<file path="src/lcgu_pkg.sv">
`default_nettype none
// ----------------------------------------------------------------------------
// lcgu_pkg
// Shared types, constants and rounding helpers for the uniform range draw.
// Values travel as signed fixed point in units of 2^-46.
// ----------------------------------------------------------------------------
package lcgu_pkg;

    localparam int unsigned FRAC_BITS = 46;
    localparam int unsigned VAL_W     = 82;
    localparam int unsigned MAG_W     = VAL_W - 1;
    localparam int unsigned KEEP_BITS = 53;

    localparam logic [31:0] SEED_ZERO_SUB = 32'd259341593;
    localparam logic [31:0] LCG_MUL       = 32'd69069;
    localparam logic signed [31:0] INT_MAX = 32'sh7fffffff;
    localparam logic signed [31:0] INT_MIN = 32'sh80000000;

    typedef logic signed [VAL_W-1:0] val_t;
    typedef logic [MAG_W-1:0] mag_t;

    localparam val_t VAL_ONE  = {35'd0, 1'b1, 46'd0};
    localparam val_t VAL_WRAP = {4'd0, 1'b1, 77'd0};

    typedef enum logic [1:0] {
        MODE_ORD,
        MODE_TOP,
        MODE_FULL
    } mode_t;

    typedef enum logic [1:0] {
        STEP_START,
        STEP_OFFSET,
        STEP_SHIFT,
        STEP_SIGN
    } step_t;

    typedef struct packed {
        logic               bypass;
        mode_t              mode;
        logic signed [31:0] rstart;
        logic signed [31:0] rend;
        logic signed [31:0] base;
        logic [31:0]        seed_res;
    } ctx_t;

    // round to 53 significant bits, nearest even
    function automatic mag_t round53(input mag_t m, input logic sticky);
        logic [6:0] t;
        logic [6:0] k;
        mag_t       mask;
        mag_t       half;
        mag_t       one_k;
        mag_t       low;
        logic       up;
        t = '0;
        for (int i = 0; i < MAG_W; i++)
        begin
            if (m[i])
            begin
                t = 7'(i);
            end
        end
        if (t < 7'(KEEP_BITS))
        begin
            return m;
        end
        k     = t - 7'(KEEP_BITS - 1);
        one_k = mag_t'(1) << k;
        mask  = one_k - mag_t'(1);
        half  = mag_t'(1) << (k - 7'd1);
        low   = m & mask;
        up    = (low > half) || ((low == half) && (sticky || ((m & one_k) != '0)));
        return (m & ~mask) + (up ? one_k : '0);
    endfunction

    function automatic val_t round_val(input val_t y, input logic sticky);
        logic neg;
        mag_t mag;
        mag_t r;
        val_t pos;
        neg = y[VAL_W-1];
        mag = neg ? mag_t'(-y) : y[MAG_W-1:0];
        r   = round53(mag, sticky);
        pos = $signed({1'b0, r});
        return neg ? -pos : pos;
    endfunction

    function automatic val_t addend(input step_t step, input ctx_t c, input val_t y);
        val_t r;
        r = '0;
        case (step)
            STEP_START:  r = $signed({{4{c.base[31]}}, c.base, 46'd0});
            STEP_OFFSET:
            begin
                if (c.mode == MODE_TOP)
                begin
                    r = VAL_ONE;
                end
                else if (c.mode == MODE_FULL)
                begin
                    r = VAL_WRAP;
                end
            end
            STEP_SHIFT:  r = (c.mode == MODE_FULL) ? -VAL_WRAP : '0;
            STEP_SIGN:   r = y[VAL_W-1] ? -VAL_ONE : '0;
            default:     r = '0;
        endcase
        return r;
    endfunction

endpackage
`default_nettype wire

</file>
<file path="src/lcgu_addrnd.sv">
`default_nettype none
// ----------------------------------------------------------------------------
// lcgu_addrnd
// Adds a step-dependent constant, then rounds to 53 bits (2 stages).
// ----------------------------------------------------------------------------
module lcgu_addrnd
    import lcgu_pkg::*;
(
    input  wire logic  clk,
    input  wire logic  rst_n,
    input  wire step_t step,
    input  wire logic  in_valid,
    output logic       in_ready,
    input  wire ctx_t  in_ctx,
    input  wire val_t  in_val,
    output logic       out_valid,
    input  wire logic  out_ready,
    output ctx_t       out_ctx,
    output val_t       out_val
);

    logic v1_reg, v2_reg;
    logic r1, r2;
    ctx_t c1_reg, c2_reg;
    val_t s_reg, y_reg;

    assign r2 = !v2_reg || out_ready;
    assign r1 = !v1_reg || r2;
    assign in_ready  = r1;
    assign out_valid = v2_reg;
    assign out_ctx   = c2_reg;
    assign out_val   = y_reg;

    always_ff @(posedge clk or negedge rst_n)
    begin
        if (!rst_n)
        begin
            v1_reg <= 1'b0;
            v2_reg <= 1'b0;
        end
        else
        begin
            if (r1) v1_reg <= in_valid;
            if (r2) v2_reg <= v1_reg;
        end
    end

    always_ff @(posedge clk)
    begin
        if (r1)
        begin
            c1_reg <= in_ctx;
            s_reg  <= in_val + addend(step, in_ctx, in_val);
        end
        if (r2)
        begin
            c2_reg <= c1_reg;
            y_reg  <= round_val(s_reg, 1'b0);
        end
    end

endmodule
`default_nettype wire

</file>
<file path="config.mk">
export PLATFORM = sky130hd
export DESIGN_NAME = lcgu_addrnd
export DESIGN_NICKNAME = d
export VERILOG_FILES = /design/src/lcgu_pkg.sv /design/src/lcgu_addrnd.sv
export SDC_FILE = /design/constraint.sdc
export NUM_CORES = 1
export LEC_CHECK = 0
export BUFFER_PORTS_ARGS = -buffer_cell sky130_fd_sc_hd__buf_4
export CELL_PAD_IN_SITES_DETAIL_PLACEMENT = 1
export CELL_PAD_IN_SITES_GLOBAL_PLACEMENT = 2
export CORE_ASPECT_RATIO = 0.6
export CORE_UTILIZATION = 40
export DETAILED_ROUTE_END_ITERATION = 8
export PLACE_DENSITY = 0.95
export SLEW_MARGIN = 20
export SYNTH_ARGS = -nofsm -noshare
export SYNTH_HDL_FRONTEND = slang
export SYNTH_SLANG_ARGS = --single-unit
</file>
<file path="constraint.sdc">
create_clock -name clk -period 49 [get_ports clk]
set_input_delay 4.9 -clock clk [delete_from_list [all_inputs] [get_ports clk]]
set_output_delay 4.9 -clock clk [all_outputs]
set_load 0.03 [all_outputs]
</file>
==> flow_summary.ini, run 1 <==
[clock_tree]
cts_tree = yes
cts.repair.resized = 0
htree_levels = 2
clk_latency_ps = 620
cts-root-buf = clkbuf_16
cts_buffer_depth = 3
numCtsBuffers = 44
cts.reportedPaths.clkPinSlew_ps = 60
cts_sinks = 428
cts_setup_buffers = 0
hold_buffers = 0

[sta]
fin_setup_tns_ps = 0
rsz0062_at_grt = no
maxSlewHeadroom_pct = 17.32
timing.hold.ws_ps = 416.5
slew_viol_final = 0
post-route-min-period_ps = 20910
fin_skew_ps = 25.92
fin_crit_sh_pct = 42.68
max_freq_mhz = 47.82
hold_violations = 0
worst_slew_pin_slew_ps = 1232
setup_viol = 0

[pwr]
switching_share_pct = 50.91
p_seq_share_pct = 21.4
power_frac_comb_pct = 65.3
p_per_area_nw_per_um2 = 66.39
p_int_mw = 1.252
power.switching_mw = 1.298
clock_power_share_pct = 13.3
p_leak_nw = 15.21
peakVddDrop_uv = 30.46

[finish]
final_core_util_pct = 48.26
nets = 4374
multi_input_area_um2 = 18640
seq_area_um2 = 12840
fillCellCount = 9260
syn_to_final_growth_pct = 19.38
drive_above_1_share_pct = 16.86

[detailed_routing]
drtPass1Iterations = 5
antenna_left = 0
wirelength_mm = 139.3
vias = 31037
route.detailed.drc = 0
viasPerCell = 6.142
wl_per_cell_um = 27.56
drtIter0Drc = 3179

[run_status]
status = finished, final reports clean

[worst_setup_path]
worstPathArrival_ps = 21280
crit_family = simple AND/OR/NAND/NOR gates
start_kind = flip-flop
max_stage_delay_ps = 980
crit_buf_inv = 3
cp_common_cell = nor2_1
cp_slowest_cell = nor2_1
crit_type = flip-flop to flip-flop
end_kind = flip-flop
rrSetupSlack_ps = 28090
worstPathRequired_ps = 49370
worst-path-max-fanout = 14

[grt]
globalRouteOverflowTotal = 0
grt_pass1_vias = 30564
grt_max_degree = 82
grt_pass1_wl_mm = 203.9
antenna_found_initial = 6
groute.usage.overall_pct = 33.27

[floorplanning]
die_h_um = 221.7
initial_utilization_pct = 40.43
die_x_um = 368.1
core-area_um2 = 79580
rows = 80
die-area_um2 = 81610
ioPinCount = 434

[synthesis]
synth_edf_count = 426
synth_ff_type = edfxtp_1
ys_seq_elements = 428
synth_cell_types = 107
ys_warn_count = 0
ys_async_sr_fraction_pct = 0.4673
synthCells = 3502
seq_area_frac_synth_pct = 39.92
synth_area_per_cell_um2 = 9.187
synthesis.area_um2 = 32170

[hold_path]
worstHoldPathType = flip-flop to flip-flop

[job]
cap_violations = 0

[place]
routabilityCongestion = 1.089
io_buffers = 433
dp.final_hpwl_mm = 110.7
## cell usage after synthesis (18+ instances only)
| library cell | number | area share (%) |
|---|---|---|
| xnor2_1 | 151 | 4.1 |
| nand3_1 | 122 | 1.9 |
| o31ai_1 | 47 | 1.1 |
| and3_1 | 39 | 0.76 |
| nor4_1 | 44 | 0.86 |
| o21ai_0 | 197 | 3.1 |
| inv_1 | 78 | 0.91 |
| nand3b_1 | 18 | 0.42 |
| o211ai_1 | 26 | 0.61 |
| or2_2 | 25 | 0.49 |
| xor2_1 | 110 | 3.0 |
| or3_1 | 39 | 0.76 |
| nor3_1 | 138 | 2.1 |
| clkbuf_1 | 129 | 1.5 |
| nor2b_1 | 64 | 1.2 |
| o21a_1 | 23 | 0.54 |
| nor2_1 | 384 | 4.5 |
| a211oi_1 | 38 | 0.89 |
| nand2_1 | 313 | 3.7 |
| nand2b_1 | 50 | 0.97 |
| mux2i_1 | 22 | 0.68 |
| a21oi_1 | 221 | 3.4 |
| or4_1 | 20 | 0.47 |
| o41ai_1 | 31 | 0.84 |
| edfxtp_1 | 426 | 40 |
| and2_1 | 49 | 0.95 |
| ha_1 | 202 | 7.9 |
| nand4_1 | 57 | 1.1 |
| a21o_1 | 67 | 1.6 |
| a31oi_1 | 40 | 0.78 |
## kinds of logic (layout without fill, tap and decap cells)
kind of cell | Yosys count | after routing | share of synthesized area, %
compound gates | 909 | 909 | 18.96
xor+xnor | 262 | 262 | 7.156
fa+ha+maj | 204 | 204 | 7.980
buf+inv | 240 | 673 | 2.948
flops | 428 | 428 | 39.92
mux | 28 | 28 | 0.8945
other cells | 2 | 54 | 0.02334
simple gates | 1429 | 1429 | 22.12
## metal layers
metal,wire [um],global-route usage (%)
met5,16,0
met3,12780,8.230
met2,61650,51.52
met4,3178,6.947
met1,61650,46.91
## cell type report
class,instances,area share [%]
repair buffers,517,10.11
clock buffers,57,3.046
clock inverters,19,0.5897
multi-input cells,2880,48.53
well taps,1066,3.473
flip-flops and latches,428,33.44
diodes,6,0.03909
inverters,80,0.7819
## through the flow
step | power [mW] | instance area (um^2) | instances | setup WS (ps)
floorplan | 1.609 | 32340 | 3548 | 33290
global placement | 2.140 | 36990 | 4971 | 29720
detailed placement | 2.158 | 36990 | 4971 | 29420
CTS | 2.508 | 38390 | 5047 | 29250
global route | 2.688 | 38400 | 5049 | 27430
finish | 2.550 | 38410 | 5053 | 28090
## cells in the final DEF, fill, tap and decap left out, types with 46 or more instances in the layout
cell	netlist	final
nand4_1	57	57
o21ai_0	197	197
nand2_1	313	312
nor2_1	384	384
o31ai_1	47	46
and2_1	49	49
buf_4	2	517
nand2b_1	50	49
xnor2_1	151	151
ha_1	202	202
conb_1	2	48
xor2_1	110	109
inv_1	78	78
nand3_1	122	121
edfxtp_1	426	426
nor3_1	138	136
a21oi_1	221	221
a21o_1	67	67
nor2b_1	64	63
## path summary, 6_finish.rpt
check,start,to,cells past startpoint
hold / removal,c1_reg[26]$_DFFE_PP_,out_ctx[26]$_DFFE_PP_,0
setup reg to reg,s_reg[0]$_DFFE_PP_,out_val[80]$_DFFE_PP_,58
hold reg to reg,c1_reg[26]$_DFFE_PP_,out_ctx[26]$_DFFE_PP_,0
min in group asynchronous,rst_n,v1_reg$_DFFE_PN0P_,1
setup / recovery,s_reg[0]$_DFFE_PP_,out_val[80]$_DFFE_PP_,58
max in group asynchronous,rst_n,out_valid$_DFFE_PN0P_,1
## power by group through the flow
stage / sequential, mW / combinational [mW] / clock, mW
5_1_grt: 0.552 / 1.78 / 0.357
6_report: 0.545 / 1.67 / 0.339
2_1_floorplan: 0.635 / 0.974 / 0
3_5_place_dp: 0.553 / 1.61 / 0
4_1_cts: 0.546 / 1.62 / 0.345
3_3_place_gp: 0.549 / 1.59 / 0
Power figures use the tool's default switching activity.
==> run 2: changes to the inputs <==
Settings changed: ABC_AREA set to 1, CORE_UTILIZATION 40 to 35, PLACE_DENSITY 0.95 to 0.92.
Clock period 49 ns to 21.5 ns, I/O delays scaled along.
==> run 2 against run 1 <==
- the run now ends with DRC left
- critical path depth increased by 39
- first-iteration DRC count decreased by 19%
- synthesized cell count increased by 7.8%
- largest cell class unchanged
==> flow_summary.ini, run 2 <==
[detailed_routing]
wirelength_mm = 129.3
viasPerCell = 5.285
vias = 28808
drtIter0Drc = 2590
route.detailed.drc = 12
top_layer = met5
wl_met1_mm = 60.42
dr_wl_met2_mm = 53.46
drtPass1Iterations = 7
antenna_left = 0
wl_per_cell_um = 23.71
wl_met3_mm = 13.35

[worst_setup_path]
reg2reg_depth = 97
worstPathRequired_ps = 21870
rrSetupSlack_ps = 1290
cp_common_cell = nand2_1
crit_family = simple AND/OR/NAND/NOR gates
r2r-end = out_val[75]$_DFFE_PP_
end_kind = flip-flop
reg2reg_from = s_reg[22]$_DFFE_PP_
cp_slowest_cell = xnor2_1
crit_type = flip-flop to flip-flop
max_stage_delay_ps = 740
worst-path-max-fanout = 56
start_kind = flip-flop
crit_buf_inv = 15
worstPathArrival_ps = 20580

[synthesis]
ys_warn_count = 0
synthCells = 3774
synthTopCellsByArea = edfxtp_1 42%, nand2_1 9.9%, ha_1 8.3%, nor2_1 7.8%, xor2_1 6.2%
synth_top_cells_by_count = 806 x nand2_1, 631 x nor2_1, 426 x edfxtp_1
synthesis.area_um2 = 30520
synth_largest_area_cell = edfxtp_1
synth_top_area_share_pct = 41.91
synth.most_common_cell = nand2_1
synth_ff_type = edfxtp_1
synth_area_per_cell_um2 = 8.087
seq_area_frac_synth_pct = 42.08
ys_seq_elements = 428
synth_edf_count = 426
ys_async_sr_fraction_pct = 0.4673
synth_cell_types = 58

[hold_path]
hold_path_depth = 0
whs_endpoint = out_ctx[92]$_DFFE_PP_
worstHoldPathType = flip-flop to flip-flop
min_from = c1_reg[92]$_DFFE_PP_

[grt]
grt_pass1_vias = 28836
groute.usage.overall_pct = 28.81
antenna_found_initial = 1
grt_pass1_wl_mm = 188.8
globalRouteOverflowTotal = 0
grt_max_degree = 73

[sta]
fin_skew_ps = 29.89
max_freq_mhz = 49.47
worst_slew_pin_slew_ps = 1253
maxSlewHeadroom_pct = 16.06
fin_setup_tns_ps = 0
post-route-min-period_ps = 20210
hold_violations = 0
slew_viol_final = 0
fin_crit_sh_pct = 94.02
rsz0062_at_grt = no
setup_viol = 0

[clock_tree]
clk_latency_ps = 620
cts.reportedPaths.clkPinSlew_ps = 60
cts-root-buf = clkbuf_16
cts_buffer_depth = 3
cts_sinks = 428
cts_tree = yes
htree_levels = 2
numCtsBuffers = 44

[job]
cap_violations = 0

[finish]
syn_to_final_growth_pct = 20.69
layout_commonest_cell = nand2_1
fillCellCount = 10474
seq_area_um2 = 12840
multi_input_area_um2 = 15960
nets = 4695
mostFrequentLayoutCells = 805 x nand2_1, 627 x nor2_1, 479 x buf_4
drive_above_1_share_pct = 15.01

[run_status]
violations = DRC
status = finished with violations

[floorplanning]
die-area_um2 = 88420
initial_utilization_pct = 35.54
die_x_um = 383.2
core-area_um2 = 85880
ioPinCount = 434
rows = 83
die_h_um = 230.7

[place]
io_buffers = 433
routabilityCongestion = 1.040
dp.final_hpwl_mm = 107.1
## run 2: per-layer routing
layer	up-vias	track usage (%)
met2	1023	41.54
met1	14061	41.60
met3	124	9.977
met5	-	0.8170
met4	2	4.825
li1	13598	-
## run 2: worst max-delay path by stage
stage | from | to | slack, ps | depth (start not counted)
after CTS | s_reg[18]$_DFFE_PP_ | out_val[66]$_DFFE_PP_ | 1260 | 108
after detailed placement | s_reg[18]$_DFFE_PP_ | out_val[75]$_DFFE_PP_ | 1340 | 104
after global routing | s_reg[0]$_DFFE_PP_ | out_val[79]$_DFFE_PP_ | 70 | 163
final | s_reg[22]$_DFFE_PP_ | out_val[75]$_DFFE_PP_ | 1290 | 97
after floorplan | s_reg[0]$_DFFE_PP_ | out_val[79]$_DFFE_PP_ | 6580 | 165
after global placement | s_reg[16]$_DFFE_PP_ | out_val[66]$_DFFE_PP_ | 1290 | 110
## run 2: kinds of logic (layout without fill, tap and decap cells)
kind of cell               Yosys count  after routing  synth area share, %
AOI/OAI and AO/OA                  443            443                8.088
xor gates and xnor gates           292            292                8.453
adders and majority gates          204            204                8.412
buffers and inverters              509            992                6.572
DFF                                428            428                42.08
muxes                                1              1              0.03689
other                                2             49              0.02461
and+or+nand+nor                   1895           1895                26.34
## run 2: layout make-up
cell class	instances	area share (%)
clock buffer	52	3.071
timing repair buffer	480	9.799
sequential	428	34.86
inverter	435	4.433
tap	1147	3.896
antenna	1	0.006793
multi-input combinational	2883	43.32
clock inverter	25	0.6080
## run 2: timing repair
action / in CTS / in global routing
setup endpoints to repair: 0 / 19
hold buffers: 0 / 0
buffers inserted: 0 / 3
resized for setup: 0 / 13
## run 2: worst register-to-register path: cells and delay by family, from the launching register on
family,cells,cell delay (ps)
flops,1,410
simple gates,46,8490
compound gates,28,6000
fa+ha+maj,4,1090
buf+inv,15,2830
xor+xnor,4,1190
## run 2: stage by stage
step / util [%] / hold slack, ps / setup slack (ps) / instance area [um^2] / std cells
finish: 42.89 / 415.1 / 1285 / 36840 / 5451
CTS: 42.79 / 410.3 / 1259 / 36750 / 5447
global placement: 41.20 / 400.0 / 1287 / 35380 / 5370
floorplan: - / 400.3 / 6578 / 30690 / 3820
global route: 42.89 / 412.6 / 66.30 / 36830 / 5450
detailed placement: 41.21 / 405.2 / 1339 / 35390 / 5370
Power of run 2 is left out: the tool's default activity adds up to more than one toggle a clock period on the data nets, which glitch-free logic cannot reach.
