**src/lcgu_pkg.sv**
```systemverilog
`default_nettype none
// ----------------------------------------------------------------------------
// lcgu_pkg
// Shared types, constants and rounding helpers for the uniform range draw.
// Values travel as signed fixed point in units of 2^-46.
// ----------------------------------------------------------------------------
package lcgu_pkg;

    localparam int unsigned FRAC_BITS = 46;
    localparam int unsigned VAL_W     = 82;
    localparam int unsigned MAG_W     = VAL_W - 1;
    localparam int unsigned KEEP_BITS = 53;

    localparam logic [31:0] SEED_ZERO_SUB = 32'd259341593;
    localparam logic [31:0] LCG_MUL       = 32'd69069;
    localparam logic signed [31:0] INT_MAX = 32'sh7fffffff;
    localparam logic signed [31:0] INT_MIN = 32'sh80000000;

    typedef logic signed [VAL_W-1:0] val_t;
    typedef logic [MAG_W-1:0] mag_t;

    localparam val_t VAL_ONE  = {35'd0, 1'b1, 46'd0};
    localparam val_t VAL_WRAP = {4'd0, 1'b1, 77'd0};

    typedef enum logic [1:0] {
        MODE_ORD,
        MODE_TOP,
        MODE_FULL
    } mode_t;

    typedef enum logic [1:0] {
        STEP_START,
        STEP_OFFSET,
        STEP_SHIFT,
        STEP_SIGN
    } step_t;

    typedef struct packed {
        logic               bypass;
        mode_t              mode;
        logic signed [31:0] rstart;
        logic signed [31:0] rend;
        logic signed [31:0] base;
        logic [31:0]        seed_res;
    } ctx_t;

    // round to 53 significant bits, nearest even
    function automatic mag_t round53(input mag_t m, input logic sticky);
        logic [6:0] t;
        logic [6:0] k;
        mag_t       mask;
        mag_t       half;
        mag_t       one_k;
        mag_t       low;
        logic       up;
        t = '0;
        for (int i = 0; i < MAG_W; i++)
        begin
            if (m[i])
            begin
                t = 7'(i);
            end
        end
        if (t < 7'(KEEP_BITS))
        begin
            return m;
        end
        k     = t - 7'(KEEP_BITS - 1);
        one_k = mag_t'(1) << k;
        mask  = one_k - mag_t'(1);
        half  = mag_t'(1) << (k - 7'd1);
        low   = m & mask;
        up    = (low > half) || ((low == half) && (sticky || ((m & one_k) != '0)));
        return (m & ~mask) + (up ? one_k : '0);
    endfunction

    function automatic val_t round_val(input val_t y, input logic sticky);
        logic neg;
        mag_t mag;
        mag_t r;
        val_t pos;
        neg = y[VAL_W-1];
        mag = neg ? mag_t'(-y) : y[MAG_W-1:0];
        r   = round53(mag, sticky);
        pos = $signed({1'b0, r});
        return neg ? -pos : pos;
    endfunction

    function automatic val_t addend(input step_t step, input ctx_t c, input val_t y);
        val_t r;
        r = '0;
        case (step)
            STEP_START:  r = $signed({{4{c.base[31]}}, c.base, 46'd0});
            STEP_OFFSET:
            begin
                if (c.mode == MODE_TOP)
                begin
                    r = VAL_ONE;
                end
                else if (c.mode == MODE_FULL)
                begin
                    r = VAL_WRAP;
                end
            end
            STEP_SHIFT:  r = (c.mode == MODE_FULL) ? -VAL_WRAP : '0;
            STEP_SIGN:   r = y[VAL_W-1] ? -VAL_ONE : '0;
            default:     r = '0;
        endcase
        return r;
    endfunction

endpackage
`default_nettype wire

```
**src/lcgu_div.sv**
```systemverilog
`default_nettype none
// ----------------------------------------------------------------------------
// lcgu_div
// In full-range mode, divide by 2^32-1 with correct rounding; other modes pass through (3 stages).
// ----------------------------------------------------------------------------
module lcgu_div
    import lcgu_pkg::*;
(
    input  wire logic clk,
    input  wire logic rst_n,
    input  wire logic in_valid,
    output logic      in_ready,
    input  wire ctx_t in_ctx,
    input  wire val_t in_val,
    output logic      out_valid,
    input  wire logic out_ready,
    output ctx_t      out_ctx,
    output val_t      out_val
);

    localparam logic [34:0] DIV_D = 35'h0_ffff_ffff;

    logic        v1_reg, v2_reg, v3_reg;
    logic        r1, r2, r3;
    ctx_t        c1_reg, c2_reg, c3_reg;
    val_t        y1_reg, y3_reg;
    logic [47:0] est_reg, est_next;
    logic [34:0] t_reg, t_next;
    logic [79:0] q_reg;
    logic        sticky_reg;
    logic [1:0]  kq;
    logic [34:0] rem;
    logic [78:0] xv;

    assign r3 = !v3_reg || out_ready;
    assign r2 = !v2_reg || r3;
    assign r1 = !v1_reg || r2;
    assign in_ready  = r1;
    assign out_valid = v3_reg;
    assign out_ctx   = c3_reg;
    assign out_val   = y3_reg;

    // quotient estimate from 32-bit digits, low residue
    always_comb
    begin
        xv       = in_val[78:0];
        est_next = {1'b0, xv[78:64], 32'd0} + {16'd0, xv[63:32]} + {33'd0, xv[78:64]};
        t_next   = xv[34:0] - {est_next[2:0], 32'd0} + est_next[34:0];
    end

    always_comb
    begin
        if (t_reg >= 35'(3 * 64'(DIV_D)))
        begin
            kq = 2'd3;
        end
        else if (t_reg >= 35'(2 * 64'(DIV_D)))
        begin
            kq = 2'd2;
        end
        else if (t_reg >= DIV_D)
        begin
            kq = 2'd1;
        end
        else
        begin
            kq = 2'd0;
        end
        rem = t_reg - 35'(kq) * DIV_D;
    end

    always_ff @(posedge clk or negedge rst_n)
    begin
        if (!rst_n)
        begin
            v1_reg <= 1'b0;
            v2_reg <= 1'b0;
            v3_reg <= 1'b0;
        end
        else
        begin
            if (r1) v1_reg <= in_valid;
            if (r2) v2_reg <= v1_reg;
            if (r3) v3_reg <= v2_reg;
        end
    end

    always_ff @(posedge clk)
    begin
        if (r1)
        begin
            c1_reg  <= in_ctx;
            y1_reg  <= in_val;
            est_reg <= est_next;
            t_reg   <= t_next;
        end
        if (r2)
        begin
            c2_reg     <= c1_reg;
            q_reg      <= (c1_reg.mode == MODE_FULL)
                          ? {1'b0, y1_reg[78:0]} + {32'd0, est_reg} + {78'd0, kq}
                          : y1_reg[79:0];
            sticky_reg <= (c1_reg.mode == MODE_FULL) && (rem != '0);
        end
        if (r3)
        begin
            c3_reg <= c2_reg;
            y3_reg <= (c2_reg.mode == MODE_FULL)
                      ? round_val($signed({2'd0, q_reg}), sticky_reg)
                      : $signed({{2{q_reg[79]}}, q_reg});
        end
    end

endmodule
`default_nettype wire

```
**config.mk**
```make
export PLATFORM = sky130hd
export DESIGN_NAME = lcgu_div
export DESIGN_NICKNAME = d
export VERILOG_FILES = /design/src/lcgu_pkg.sv /design/src/lcgu_div.sv
export SDC_FILE = /design/constraint.sdc
export NUM_CORES = 1
export LEC_CHECK = 0
export BUFFER_PORTS_ARGS = -buffer_cell sky130_fd_sc_hd__buf_4
export CAP_MARGIN = 20
export CORE_AREA = 3 3 282 395
export CTS_BUF_LIST = sky130_fd_sc_hd__clkbuf_8 sky130_fd_sc_hd__clkbuf_16
export DETAILED_ROUTE_END_ITERATION = 16
export DIE_AREA = 0 0 285 398
export SETUP_SLACK_MARGIN = 0.15
export SLEW_MARGIN = 0
export SYNTH_ARGS = -nofsm -noshare
export SYNTH_HDL_FRONTEND = slang
export SYNTH_SLANG_ARGS = --single-unit
```
**constraint.sdc**
```tcl
create_clock -name clk -period 21.2 [get_ports clk]
set_clock_uncertainty 0.05 [all_clocks]
set_input_delay 5.3 -clock clk [delete_from_list [all_inputs] [get_ports clk]]
set_output_delay 5.3 -clock clk [all_outputs]
set_load 0.03 [all_outputs]
```
==> run_results.csv, run 1 <==
group,metric,value,unit
routing,antenna_left,0,
setup_path,cp_max_fo,36,
routing,drt_wl_total,134500,µm
final_layout,nNetsFinal,5018,
final_layout,n_fill_cell,10240,
timing,final_hold_viol_count,0,
setup_path,worst_setup_path_start_kind,"flip-flop",
setup_path,path_depth,44,
clock_tree,cts_buffers,75,
place,hpwl,106600,µm
yosys,synth.top_cell.area_share,50.07,%
yosys,synth.top_cells.by_area,"edfxtp_1, ha_1, xnor2_1, o21ai_0, nand2_1",
timing,drv_slew,0,
grt,antenna_found_initial,20,
power,power.density,108.9,nW/µm²
place,port_buffers,429,
timing,tightest_slew,1.142,ns
power,total_power,5.529,mW
yosys,syn_inst,3891,
setup_path,cp_top_family,"simple AND/OR/NAND/NOR gates",
place,gp_congestion,0.9998,
yosys,synth_edf_count,719,
yosys,synth_top_area_cell,"edfxtp_1",
yosys,synthFlopType,"edfxtp_1",
yosys,ys_ff_latch,722,
hold_path,whs_path_depth,0,
timing,setup_viol,0,
power,static-leakage-power,20.99,nW
die,die_w,285,µm
clock_tree,cts_tree,"done",
die,num_io_pins,432,
clock_tree,holdBufCountCts,0,
yosys,avgSynthCellArea,11.08,µm²
timing,grt_setup_unrepaired,"false",
final_layout,syn_to_final_growth,17.75,%
routing,drtIter0Drc,2012,
routing,vias_per_cell,5.377,
power,irDropWorstVdd,0.00008491,V
timing,finalCritPeriodShare,70.38,%
setup_path,cp.arrival,15.27,ns
final_layout,multi_input_area,20280,µm²
routing,routed.top_layer,"met5",
yosys,synthArstFlopShare,0.4155,%
routing,met3_wirelength,8776,µm
hold_path,hold_class,"reg2reg",
grt,grt_overflow,0,
outcome,status,"completed",
routing,wl_met2,67900,µm
timing,setup-tns-final,0,ns
clock_tree,cts_resized,0,
die,die_area,113400,µm²
setup_path,crit_buf_inv,3,
clock_tree,cts_buffer_depth,3,
setup_path,crit_top_cell,"nand2_1",
routing,wl_met1,49160,µm
setup_path,crit_path_top_delay_cell,"nor4bb_1",
clock_tree,clkSinkCount,722,
timing,setup_ws,6.279,ns
place,dpl_cell_area,48210,µm²
yosys,syn_area,43120,µm²
place,pre_cts_slack,6.466,ns
setup_path,crit_path_end_kind,"flip-flop",
grt,grt_max_degree,114,
setup_path,cp.required,21.55,ns
die,row_count,143,
die,initial_core_util,39.77,%
die,core-area,108400,µm²
timing,finalCriticalPeriod,14.92,ns
yosys,synth.yosys.seq_area_share,50.25,%
yosys,ys_warn_count,0,
routing,vias,31800,
routing,drt_first_pass_iters,6,
final_layout,design_area,50770,µm²
final_layout,final_layout_size_suffix_gt1_share,15.56,%
routing,detail_route.wl_per_cell,22.75,µm
clock_tree,cts-htree-levels,3,
clock_tree,path_clk_slew,0.06,ns
setup_path,worstSetupPathType,"reg2reg",
clock_tree,clockRootBuffer,"clkbuf_16",
grt,grt_pass1_vias,32260,
timing,slew_headroom,23.35,%
grt,gr-usage-all-layers,23.47,%
setup_path,critPathMaxStageDelay,0.96,ns
die,die_h,398,µm
clock_tree,insertion_delay,0.69,ns
setup_path,rr_worst_depth,44,
yosys,synth_cell_types,105,
routing,drc_errors,0,
final_layout,layout.area.seq,21670,µm²
grt,grt_pass1_wl,199800,µm
job,max_cap_violations,0,
clock_tree,post-cts-setup-buffers,0,
timing,max_clock_freq,0.06702,GHz
## path summary, 6_finish.rpt
path                                      start                     to  slack, ns
max in group asynchronous                 rst_n     v2_reg$_DFFE_PN0P_      16.65
hold reg to reg            c2_reg[69]$_DFFE_PP_  out_ctx[69]$_DFFE_PP_       0.36
setup / recovery            q_reg[65]$_DFFE_PP_  out_val[77]$_DFFE_PP_       6.28
hold / removal             c2_reg[69]$_DFFE_PP_  out_ctx[69]$_DFFE_PP_       0.36
min in group asynchronous                 rst_n  out_valid$_DFFE_PN0P_       4.35
setup reg to reg            q_reg[65]$_DFFE_PP_  out_val[77]$_DFFE_PP_       6.28
## final cells by class
| type | count | area share (%) |
|---|---|---|
| antenna | 15 | 0.07393 |
| clock buffer | 75 | 3.697 |
| clock inverter | 62 | 1.262 |
| inverter | 233 | 1.723 |
| multi-input combinational | 2881 | 39.95 |
| sequential | 722 | 42.67 |
| tap | 1450 | 3.573 |
| timing repair buffer | 475 | 7.048 |
## report_power, final
group          switching [mW]  internal (mW)
clock network           0.595          0.736
registers               0.169           1.83
logic                    1.31          0.892
total                    2.07           3.46
## routing by layer
layer	track usage (%)	up-vias
met3	5.358	322
met2	41.66	938
met5	0	-
met4	13.96	14
li1	-	15370
met1	25.51	15150
## logic make-up after synthesis
logic type / share of synthesized area (%)
flops: 50.25
mux: 0.3424
other cells: 0.01742
simple gates: 14.41
xor+xnor: 4.994
buf+inv: 3.224
compound gates: 14.13
fa+ha+maj: 12.63
## layout by cell type (no fill, tap or decap), types with 93 or more instances in the layout
master,n
nor2_1,237
nand2_1,353
and2_1,93
buf_4,473
ha_1,376
o21ai_0,266
a21o_1,121
inv_1,238
a21oi_1,231
xnor2_1,154
edfxtp_1,719
## cells in the mapped netlist, types with 15 or more instances
cell type / count
edfxtp_1: 719
ha_1: 376
nand2_1: 353
o21ai_0: 266
nor2_1: 237
inv_1: 233
a21oi_1: 231
xnor2_1: 154
a21o_1: 121
and2_1: 93
xor2_1: 90
nand3_1: 80
nor3_1: 72
clkbuf_1: 65
nor2b_1: 65
nand2b_1: 55
nand4_1: 52
nor3_2: 43
o21a_1: 40
and3_1: 37
fa_1: 37
nor4_1: 31
o21bai_1: 31
a211oi_1: 28
a31oi_1: 27
o31ai_1: 26
buf_2: 18
or4_1: 18
or2_2: 17
a21boi_0: 15
o211ai_1: 15
## through the flow
step | utilization (%) | std cells | hold WS (ns)
6_report | 46.82 | 5913 | 0.3621
5_1_grt | 46.79 | 5900 | 0.3699
4_1_cts | 46.78 | 5897 | 0.3516
3_5_place_dp | 44.46 | 5760 | 0.3545
3_3_place_gp | 44.46 | 5760 | 0.3503
2_1_floorplan | - | 3936 | 0.3503
## worst register-to-register path: cells and delay by family (launching register included)
kind                       cells  cell delay, ns
AOI/OAI and AO/OA             15            4.61
xor gates and xnor gates       1            0.10
DFF                            1            0.51
adders and majority gates      3            1.07
buffers and inverters          3            1.13
and+or+nand+nor               22            7.19
Power figures use the tool's default switching activity.
==> run 2, diff against run 1 <==
--- a/config.mk
+++ b/config.mk
@@ -5,12 +5,13 @@
 export SDC_FILE = /design/constraint.sdc
 export NUM_CORES = 1
 export LEC_CHECK = 0
+export ABC_AREA = 1
 export BUFFER_PORTS_ARGS = -buffer_cell sky130_fd_sc_hd__buf_4
 export CAP_MARGIN = 20
-export CORE_AREA = 3 3 282 395
+export CORE_AREA = 3 3 280 392
 export CTS_BUF_LIST = sky130_fd_sc_hd__clkbuf_8 sky130_fd_sc_hd__clkbuf_16
 export DETAILED_ROUTE_END_ITERATION = 16
-export DIE_AREA = 0 0 285 398
+export DIE_AREA = 0 0 283 395
 export SETUP_SLACK_MARGIN = 0.15
 export SLEW_MARGIN = 0
 export SYNTH_ARGS = -nofsm -noshare
==> constraint.sdc (replaced) <==
create_clock -name clk -period 12.5 [get_ports clk]
set_clock_uncertainty 0.05 [all_clocks]
set_input_delay 3.125 -clock clk [delete_from_list [all_inputs] [get_ports clk]]
set_output_delay 3.125 -clock clk [all_outputs]
set_load 0.03 [all_outputs]
==> run_results.csv, run 2 <==
group,metric,value,unit
routing,vias_per_cell,4.991,
hold_path,hold_class,"reg2reg",
timing,worst_hold_slack,0.3489,ns
grt,grt_overflow,0,
timing,final_hold_viol_count,0,
die,num_io_pins,432,
clock_tree,cts_buffer_depth,3,
power,irDropWorstVdd,0.0003198,V
routing,detail_route.wl_per_cell,19.57,µm
timing,grt_setup_unrepaired,"true",
setup_path,path_depth,159,
routing,drt_wl_total,138400,µm
setup_path,cp.required,12.84,ns
setup_path,crit_top_cell,"nand2_1",
power,total_power,9.837,mW
yosys,syn_inst,4297,
job,max_cap_violations,0,
clock_tree,cts_buffers,73,
setup_path,r2r_start,"q_reg[3]$_DFFE_PP_",
grt,antenna_found_initial,7,
yosys,synthTopCellsByCount,"nand2_1, edfxtp_1, inv_1",
setup_path,cp.arrival,15.06,ns
clock_tree,insertion_delay,0.67,ns
setup_path,crit_buf_inv,10,
setup_path,rr_worst_depth,159,
die,die_area,111800,µm²
yosys,synth_edf_count,719,
die,die_w,283,µm
yosys,synthArstFlopShare,0.4155,%
setup_path,cp_top_family,"simple AND/OR/NAND/NOR gates",
clock_tree,path_clk_slew,0.07,ns
final_layout,layout.cells.non_filler,7075,
place,placedCellCount,6846,
routing,vias,35310,
timing,drv_slew,0,
clock_tree,cts_tree,"done",
outcome,status,"finished with violations",
final_layout,n_fill_cell,9671,
hold_path,hold_end,"out_ctx[78]$_DFFE_PP_",
die,die_h,395,µm
grt,grt_pass1_vias,35490,
setup_path,rrSetupSlack,-2.22,ns
timing,slew_headroom,30.31,%
setup_path,crit_path_top_delay_cell,"edfxtp_1",
hold_path,hp-start,"c2_reg[78]$_DFFE_PP_",
yosys,ys_ff_latch,722,
final_layout,nNetsFinal,6207,
final_layout,syn_to_final_growth,34.07,%
final_layout,final_common_cell,"buf_4",
yosys,synth_top_area_cell,"edfxtp_1",
timing,tightest_slew,1.045,ns
place,gp_congestion,0.9726,
place,hpwl,111300,µm
final_layout,mostFrequentLayoutCells,"buf_4, edfxtp_1, nand2_1, inv_1, nor2_1",
power,static-leakage-power,26.13,nW
routing,drtIter0Drc,2252,
setup_path,worstSetupPathType,"reg2reg",
outcome,violations,"negative setup slack",
yosys,syn_area,42470,µm²
final_layout,final_layout_size_suffix_gt1_share,27.48,%
routing,drt_first_pass_iters,6,
setup_path,worst_r2r_endpoint,"out_val[79]$_DFFE_PP_",
hold_path,whs_path_depth,0,
yosys,synth_most_common_cell,"nand2_1",
final_layout,utilization,53.32,%
timing,max_clock_freq,0.06793,GHz
yosys,ys_warn_count,0,
clock_tree,cts-htree-levels,3,
yosys,synthFlopType,"edfxtp_1",
die,row_count,142,
final_layout,layout.area.seq,21670,µm²
yosys,synth_cell_types,64,
yosys,synth.yosys.seq_area_share,51.02,%
setup_path,critPathMaxStageDelay,0.41,ns
final_layout,multi_input_area,19580,µm²
timing,setup_ws,-2.221,ns
yosys,avgSynthCellArea,9.883,µm²
clock_tree,clockRootBuffer,"clkbuf_16",
setup_path,crit_path_end_kind,"flip-flop",
grt,grt_max_degree,165,
grt,gr-usage-all-layers,24.20,%
routing,drc_errors,0,
setup_path,worst_setup_path_start_kind,"flip-flop",
timing,finalCriticalPeriod,14.72,ns
grt,grt_pass1_wl,205600,µm
yosys,synth.top_cells.by_area,"edfxtp_1, ha_1, nand2_1, inv_1, nor2_1",
clock_tree,clkSinkCount,722,
die,core-area,106800,µm²
timing,setup_viol,53,
place,port_buffers,429,
yosys,synth.top_cell.area_share,50.84,%
timing,setup-tns-final,-79.71,ns
setup_path,cp_max_fo,6,
timing,finalCritPeriodShare,117.8,%
routing,antenna_left,0,
die,initial_core_util,39.77,%
power,power.density,172.8,nW/µm²
## run 2: worst max path at each step
stage                     slack (ns)               start               endpoint
after floorplan                -0.77  q_reg[3]$_DFFE_PP_  out_val[80]$_DFFE_PP_
after global placement         -2.64  q_reg[2]$_DFFE_PP_  out_val[79]$_DFFE_PP_
after detailed placement       -2.66  q_reg[2]$_DFFE_PP_  out_val[80]$_DFFE_PP_
after CTS                      -2.23  q_reg[3]$_DFFE_PP_  out_val[79]$_DFFE_PP_
after global routing           -3.88  q_reg[1]$_DFFE_PP_  out_val[79]$_DFFE_PP_
final                          -2.22  q_reg[3]$_DFFE_PP_  out_val[79]$_DFFE_PP_
## run 2: cells by family after synthesis
logic type                 synth area share [%]
and+or+nand+nor                           16.37
DFF                                       51.02
AOI/OAI and AO/OA                         8.694
buffers and inverters                     5.445
adders and majority gates                 12.82
xor gates and xnor gates                  5.630
other                                   0.01768
## run 2: stage by stage
| step | worst slack (ns) | area, µm² |
|---|---|---|
| after floorplan | -0.7651 | 42860 |
| after detailed placement | -2.658 | 52940 |
| final | -2.221 | 56940 |
| after CTS | -2.232 | 56360 |
| after global placement | -2.642 | 52940 |
| after global routing | -3.877 | 56930 |
## run 2: timing repair
| action | CTS | global route |
|---|---|---|
| resized for setup | 102 | 98 |
| hold buffers | 0 | 0 |
| buffers inserted | 71 | 24 |
| setup endpoints to repair | 60 | 74 |
| pin swaps | 57 | 40 |
## run 2: layout make-up
| type | count | share of cell area [%] |
|---|---|---|
| clock inverter | 55 | 1.079 |
| clock buffer | 76 | 3.281 |
| multi-input combinational | 3009 | 34.38 |
| tap | 1440 | 3.164 |
| inverter | 547 | 3.624 |
| timing repair buffer | 1224 | 16.41 |
| antenna | 2 | 0.008790 |
| sequential | 722 | 38.05 |
## run 2: layer usage
metal,vias to the layer above,global-route usage [%],share of wire (%)
li1,17360,-,-
met1,16640,28.01,39
met2,984,43.77,51
met3,328,3.401,4.6
met4,0,11.86,5.5
met5,-,0,0
## run 2: power breakdown
group          internal, mW  switching [mW]  leakage (nW)
Combinational          1.78            2.52          17.5
Sequential             3.10           0.190          7.36
Clock                  1.26           0.989          1.24
Total                  6.14            3.69          26.1
## run 2: worst reg2reg max path: cells and delay by family, from the launching register on
family	cells	cell delay, ns
AO/OA/AOI/OAI	39	5.41
XOR/XNOR	2	0.37
adder cells (fa/ha/maj)	3	0.81
buffers and inverters	10	0.60
flip-flops	1	0.41
AND/OR/NAND/NOR	105	6.80
